`config.mk`:
```
export PLATFORM = sky130hd
export DESIGN_NAME = sbo_cfg_regs
export DESIGN_NICKNAME = d
export VERILOG_FILES = /design/src/rtl/sbo_pkg.sv /design/src/rtl/sbo_cfg_regs.sv
export SDC_FILE = /design/constraint.sdc
export NUM_CORES = 1
export LEC_CHECK = 0
export ABC_AREA = 1
export BUFFER_PORTS_ARGS = -buffer_cell sky130_fd_sc_hd__buf_2
export CAP_MARGIN = 10
export CORE_ASPECT_RATIO = 1.5
export CORE_MARGIN = 10
export CORE_UTILIZATION = 43
export CTS_CLUSTER_SIZE = 20
export DETAILED_ROUTE_END_ITERATION = 8
export PLACE_DENSITY_LB_ADDON = 0.1
export SLEW_MARGIN = 20
export SYNTH_ARGS = -nofsm -noshare
export SYNTH_HDL_FRONTEND = slang
export SYNTH_SLANG_ARGS = --single-unit
```
`constraint.sdc`:
```
create_clock -name clk -period 1.1 [get_ports clk]
set_input_delay 0 -clock clk [delete_from_list [all_inputs] [get_ports clk]]
set_output_delay 0 -clock clk [all_outputs]
set_load 0.005 [all_outputs]
```
`src/rtl/sbo_pkg.sv`:
```
// Shared types and constants for the segment boundary overlay.
// Holds register codes, field widths and the result record.
// No dependencies.
package sbo_pkg;

    localparam int FRAME_WIDTH_BITS  = 12;
    localparam int FRAME_HEIGHT_BITS = 13;
    localparam int ROW_BITS          = 12;
    localparam int CHAN_BITS         = 8;
    localparam int IN_LABEL_BITS     = 16;
    localparam int APB_ADDR_BITS     = 3;
    localparam int APB_DATA_BITS     = 32;

    localparam logic [FRAME_WIDTH_BITS-1:0]  FRAME_WIDTH_RESET  = 12'd640;
    localparam logic [FRAME_HEIGHT_BITS-1:0] FRAME_HEIGHT_RESET = 13'd480;
    localparam logic [FRAME_HEIGHT_BITS-1:0] FRAME_HEIGHT_MIN   = 13'd3;
    localparam logic [FRAME_HEIGHT_BITS-1:0] FRAME_HEIGHT_MAX   = 13'd4096;

    localparam logic [CHAN_BITS-1:0] PAINT_CHAN0 = 8'd0;
    localparam logic [CHAN_BITS-1:0] PAINT_CHAN1 = 8'd0;
    localparam logic [CHAN_BITS-1:0] PAINT_CHAN2 = 8'd255;

    typedef enum logic [0:0] {
        REG_FRAME_WIDTH  = 1'b0,
        REG_FRAME_HEIGHT = 1'b1
    } sbo_reg_t;

    typedef struct packed {
        logic [FRAME_WIDTH_BITS-1:0]  frame_width;
        logic [FRAME_HEIGHT_BITS-1:0] frame_height;
        logic                         restart;
    } sbo_cfg_t;

    typedef struct packed {
        logic [CHAN_BITS-1:0] out_chan0;
        logic [CHAN_BITS-1:0] out_chan1;
        logic [CHAN_BITS-1:0] out_chan2;
        logic [CHAN_BITS-1:0] out_chan3;
        logic                 is_boundary;
        logic                 last_of_run;
        logic                 end_of_frame;
    } sbo_result_t;

endpackage

```
`src/rtl/sbo_cfg_regs.sv`:
```
// APB register block for the segment boundary overlay: frame width and height.
// Flags a restart on every completed write. Depends on sbo_pkg.
module sbo_cfg_regs
    import sbo_pkg::*;
(
    input  logic                     clk,
    input  logic                     rst_n,
    input  logic                     psel,
    input  logic                     penable,
    input  logic                     pwrite,
    input  logic [APB_ADDR_BITS-1:0] paddr,
    input  logic [APB_DATA_BITS-1:0] pwdata,
    output logic [APB_DATA_BITS-1:0] prdata,
    output logic                     pready,
    output sbo_cfg_t                 cfg
);

    logic [FRAME_WIDTH_BITS-1:0]  frame_width_reg;
    logic [FRAME_HEIGHT_BITS-1:0] frame_height_reg;
    logic                         wr_en;
    sbo_reg_t                     reg_sel;

    assign pready  = 1'b1;
    assign wr_en   = psel && penable && pwrite;
    assign reg_sel = sbo_reg_t'(paddr[2]);

    always_ff @(posedge clk or negedge rst_n)
    begin
        if (!rst_n)
        begin
            frame_width_reg  <= FRAME_WIDTH_RESET;
            frame_height_reg <= FRAME_HEIGHT_RESET;
        end
        else if (wr_en)
        begin
            case (reg_sel)
                REG_FRAME_WIDTH:  frame_width_reg  <= pwdata[FRAME_WIDTH_BITS-1:0];
                REG_FRAME_HEIGHT: frame_height_reg <= pwdata[FRAME_HEIGHT_BITS-1:0];
                default:          frame_width_reg  <= frame_width_reg;
            endcase
        end
    end

    always_comb
    begin
        case (reg_sel)
            REG_FRAME_WIDTH:  prdata = APB_DATA_BITS'(frame_width_reg);
            REG_FRAME_HEIGHT: prdata = APB_DATA_BITS'(frame_height_reg);
            default:          prdata = '0;
        endcase
    end

    assign cfg.frame_width  = frame_width_reg;
    assign cfg.frame_height = frame_height_reg;
    assign cfg.restart      = wr_en;

endmodule

```
==> qor.csv, run 1 <==
metric,value,unit
largest net degree at the start of global routing,26,
Synth Register Bits,25,
hold-critical path endpoint,frame_height_reg[6],
Area growth syn-to-layout,33.0,%
fin crit share,95.6,%
Inserted Clock Buffers,3,
diode count,0,
first-pass GRT wire length,6330,um
CP Capture Type,output port,
Pre-antenna DRT Iters,4,
Worst VDD drop,835,uV
Critical Path Source Type,flip-flop,
CP max-delay cell,dfstp_2,
worst-margin pin slew,0.549,ns
worst hold start,paddr[2],
Slew Limit Headroom,63.4,%
Initial Util,45.7,%
R2R setup slack,0.31,ns
wire length per cell,13.8,um
Max Clock Freq,951,MHz
"Avg Cell Area, Syn",7.64,um2
worst-path cell chain,nand2_1 -> nand2_1 -> buf_2,
crit-path max cell delay,0.55,ns
most frequent cells in the layout,"nand2_1, buf_2, nand3_1, conb_1, dfrtp_1",
worst flop-to-flop path endpoint,frame_height_reg[8],
reg2reg start,frame_height_reg[8],
Hold Path Class,input port to flip-flop,
worst endpoint required time,1.10,ns
layout cell share with drive strength beyond 1,31.9,%
"Clk Latency, worst-skew pair",0.26,ns
Final ANT Viol Nets,0,
Pins Over Slew Limit,0,
clk sink count,25,
Cell variety after synth,13,
Worst EP arrival,1.05,ns
crit path kind,flip-flop to output port,
share of the synthesized area in the top cell type,35.4,%
Vias,1283,
vias in the first global route,1289,
setup tns final,0,ns
Port Buf Inserts,57,
Final Hold Viols,0,
initial antenna violation count,0,
Synth warnings,0,
vias per inst,4.47,
GRT Residual Overflow,0,
Placer Congestion,0.720,
Max Cap Violations,0,
"commonest non-fill, non-tap cell in the layout",nand2_1,
core area,2940,um2
die width,65.6,um
Die Y,88.5,um
PwrDens,1420,nW/um2
DRT iter0 DRCs,51,
Post-Synthesis Cell Area,1340,um2
CTS tree,built,
CTS Root Cell,clkbuf_8,
RSZ-0062 raised after global routing,false,
Clock Skew,0,ns
ranking of synthesized cells by area,"dfrtp_1, nand2_1, buf_4",
Final Setup Violations,0,
Crit Path Max Fanout,3,
status,finished clean,
Clock Path Buffers,2,
reg2reg path depth,3,
minimum clock period,1.05,ns
Die ar.,5810,um2
library cell appearing most often on the critical path,nand2_1,
max reg flops,13,
Hold Path Stages,3,
post-synthesis sequential area ratio,47.1,%
total power,2530,uW
post-synth top area cell,dfrtp_1,
drc violations,0,
nets@finish,289,
Pleak,0.00108,uW
H-tree levels,1,
DP HPWL,3020,um
# rows,24,
Post-Route WL,3950,um
clock slew at reported path FFs,0.09,ns
Syn Inst Count,176,
gr usage total,13.4,%
Ports,99,
Yosys cell counts, drive strengths merged:
library cell / instances
buf: 29
clkbuf: 1
conb: 2
dfrtp: 19
dfstp: 6
inv: 3
nand2: 88
nand3: 25
nand4: 2
nor2: 1
cells by family (layout without fill, tap and decap cells):
kind of cell           Yosys count  count (layout)  share of synthesized area [%]
and+or+nand+nor                116             116                           35.7
buffers and inverters           33              87                           16.7
DFF                             25              25                           47.1
other                            2              20                          0.559
worst max-delay path by stage:
stage	startpoint	to	slack, ns	cells past startpoint
6_report	frame_height_reg[5]	prdata[5]	0.05	3
3_5_place_dp	paddr[2]	frame_height_reg[4]	0.27	5
2_1_floorplan	paddr[2]	frame_width_reg[0]	0.40	6
5_1_grt	frame_height_reg[5]	prdata[5]	0.009	3
4_1_cts	frame_height_reg[8]	prdata[8]	0.03	3
3_3_place_gp	paddr[2]	frame_height_reg[3]	0.30	5
per-layer routing:
| metal | global-route usage [%] | share of wire [%] |
|---|---|---|
| met1 | 13.4 | 35 |
| met2 | 25.7 | 57 |
| met3 | 4.30 | 7.4 |
| met4 | 3.52 | 0.78 |
| met5 | 0 | 0 |
power breakdown:
part           leakage, uW  switching (uW)  internal [uW]
Combinational     0.000751             382            353
Sequential        0.000302             126           1120
Clock            0.0000255             298            253
per-stage QoR:
| step | setup WS [ns] | instance area, um2 | util [%] | instances | hold WS [ns] |
|---|---|---|---|---|---|
| floorplan | 0.404 | 1410 | - | 194 | -0.296 |
| global placement | 0.296 | 1590 | 54.1 | 268 | 0.0193 |
| detailed placement | 0.275 | 1590 | 54.1 | 268 | 0.0374 |
| CTS | 0.0305 | 1780 | 60.5 | 286 | 0.0734 |
| global route | 0.00910 | 1790 | 60.7 | 287 | 0.104 |
| finish | 0.0486 | 1790 | 60.7 | 287 | 0.0761 |
worst max-delay path, delay by kind of cell, from the launching register on:
kind	cells	cell delay [ns]
buffers and inverters	1	0.11
flip-flops	1	0.55
AND/OR/NAND/NOR	2	0.13
repair_timing:
action                                 CTS  global route
hold buffers                            14             0
gates resized for setup                  0             0
buffers inserted                         0             1
endpoints found under the hold margin   43             0
setup endpoints to repair                0             1
area by class of cell:
type | instances | area [um2]
Clock inverter | 1 | 5.00
Fill cell | 280 | 1160
Clock buffer | 3 | 41.3
Multi-Input combinational cell | 136 | 554
Tap cell | 39 | 48.8
Inverter | 3 | 11.3
Timing Repair Buffer | 80 | 493
Sequential cell | 25 | 633
Power figures use the tool's default switching activity.
==> run 2, diff against run 1 <==
- SETUP_SLACK_MARGIN: default -> 0.15
==> run 2 against run 1 <==
  * Die area unchanged
  * Critical path type unchanged
  * Clock power about the same
  * Sequential share of layout area down 1.1 points
  * Total power up 3.4%
  * Worst hold slack better by 0.0025 ns
  * Highest routed layer unchanged
  * Wire length up 3.0%
  * Register-to-register slack worse by 0.03 ns
  * Cell count up 0.70%
  * Largest cell class unchanged
  * Cell area up 3.1%
==> qor.csv, run 2 (synthesis gave the netlist of run 1 again) <==
metric,value,unit
fin crit share,96.4,%
core area,2940,um2
Final ANT Viol Nets,0,
Placer Congestion,0.720,
Hold Path Class,input port to flip-flop,
nets@finish,291,
CP Capture Type,output port,
diode count,0,
Slew Limit Headroom,62.5,%
Crit Path Max Fanout,3,
vias per inst,4.52,
setup tns final,0,ns
clock slew at reported path FFs,0.09,ns
minimum clock period,1.06,ns
crit-path max cell delay,0.56,ns
status,finished clean,
Net Switching,828,uW
layout cell share with drive strength beyond 1,32.8,%
Clock Path Buffers,2,
Pins Over Slew Limit,0,
crit path kind,flip-flop to output port,
sw frac,31.6,%
met3 wire len,278,um
"commonest non-fill, non-tap cell in the layout",nand2_1,
Int Power,1790,uW
metal1 wirelength,1410,um
# rows,24,
vias in the first global route,1295,
die width,65.6,um
Ports,99,
Crit path max-delay family,flip-flops,
RSZ-0062 raised after global routing,true,
worst-path cell chain,nand2_1 -> nand2_1 -> buf_2,
Pleak,0.00110,uW
"Clk Latency, worst-skew pair",0.27,ns
CTS Root Cell,clkbuf_8,
DP HPWL,3020,um
Buf/Inv on CP,1,
drc violations,0,
worst slack at placement,0.275,ns
worst endpoint required time,1.10,ns
Comb power frac,30.8,%
worst setup margin,0.0400,ns
Port Buf Inserts,57,
H-tree levels,1,
Die ar.,5810,um2
Vias,1306,
Die Y,88.5,um
Final Setup Violations,0,
Max Clock Freq,943,MHz
Max Cap Violations,0,
PwrDens,1420,nW/um2
CTS tree,built,
first-pass GRT wire length,6350,um
Pre-antenna DRT Iters,4,
CP max-delay cell,dfstp_2,
most frequent cells in the layout,"nand2_1, buf_2, nand3_1, conb_1, dfrtp_1",
Post-Route WL,4070,um
Clock Power Share,21.1,%
Critical Path Source Type,flip-flop,
R2R setup slack,0.28,ns
Initial Util,45.7,%
wire length per cell,14.1,um
DRT iter0 DRCs,46,
gr usage total,13.5,%
Clock Skew,0,ns
Max Used Layer,met4,
sequential power share,48.1,%
max reg flops,13,
Worst VDD drop,847,uV
library cell appearing most often on the critical path,nand2_1,
worst-margin pin slew,0.563,ns
Worst EP arrival,1.06,ns
GRT Residual Overflow,0,
clk sink count,25,
initial antenna violation count,0,
met2 WL,2350,um
Final Hold Viols,0,
largest net degree at the start of global routing,26,
Inserted Clock Buffers,3,
Area growth syn-to-layout,37.1,%
run 2: layer usage:
metal  track usage (%)  vias up
li1                  -      651
met1              13.4      605
met2              25.8       46
met3              4.30        4
met4              3.52        0
met5                 0        -
run 2: path summary, 6_finish.rpt:
check | cells past startpoint | to | start
min | 3 | frame_height_reg[6] | paddr[2]
max in group asynchronous | 2 | frame_height_reg[7] | rst_n
min in group asynchronous | 2 | frame_height_reg[10] | rst_n
max reg2reg | 3 | frame_width_reg[7] | frame_width_reg[7]
max | 3 | prdata[5] | frame_height_reg[5]
min reg2reg | 2 | frame_width_reg[9] | frame_width_reg[9]
run 2: metrics by stage:
stage / std cells / hold slack (ns) / cell area, um2 / util, % / power [uW]
after floorplan: 194 / -0.296 / 1410 / - / 1620
after global placement: 268 / 0.0193 / 1590 / 54.1 / 1940
after detailed placement: 268 / 0.0374 / 1590 / 54.1 / 1970
after CTS: 287 / 0.0734 / 1790 / 60.7 / 2570
after global routing: 289 / 0.110 / 1840 / 62.6 / 2800
final: 289 / 0.0785 / 1840 / 62.6 / 2620
run 2: worst register-to-register path, stage by stage, from the launching register on:
cell     delay (ns)
dfstp_2        0.56
buf_4          0.11
nand2_1        0.04
nand2_1        0.06
run 2: timing repair:
item,in CTS,in global routing
hold buffers,14,0
endpoints found under the setup margin,5,18
setup buffers,1,2
pin swaps,4,9
cloned,0,0
endpoints found under the hold margin,43,0
resized for setup,0,7
run 2: layout make-up:
cell class	count	area (um2)
fillers	269	1100
flip-flops and latches	25	633
multi-input cells	136	557
repair buffers	82	546
well taps	39	48.8
clock buffers	3	41.3
inverters	3	11.3
clock inverters	1	5.00
run 2: power groups by stage:
stage / Sequential, uW / Clock [uW] / Combinational [uW]
floorplan: 1270 / 0 / 341
global placement: 1260 / 0 / 684
detailed placement: 1270 / 0 / 700
CTS: 1250 / 573 / 750
global route: 1280 / 606 / 914
finish: 1260 / 553 / 808
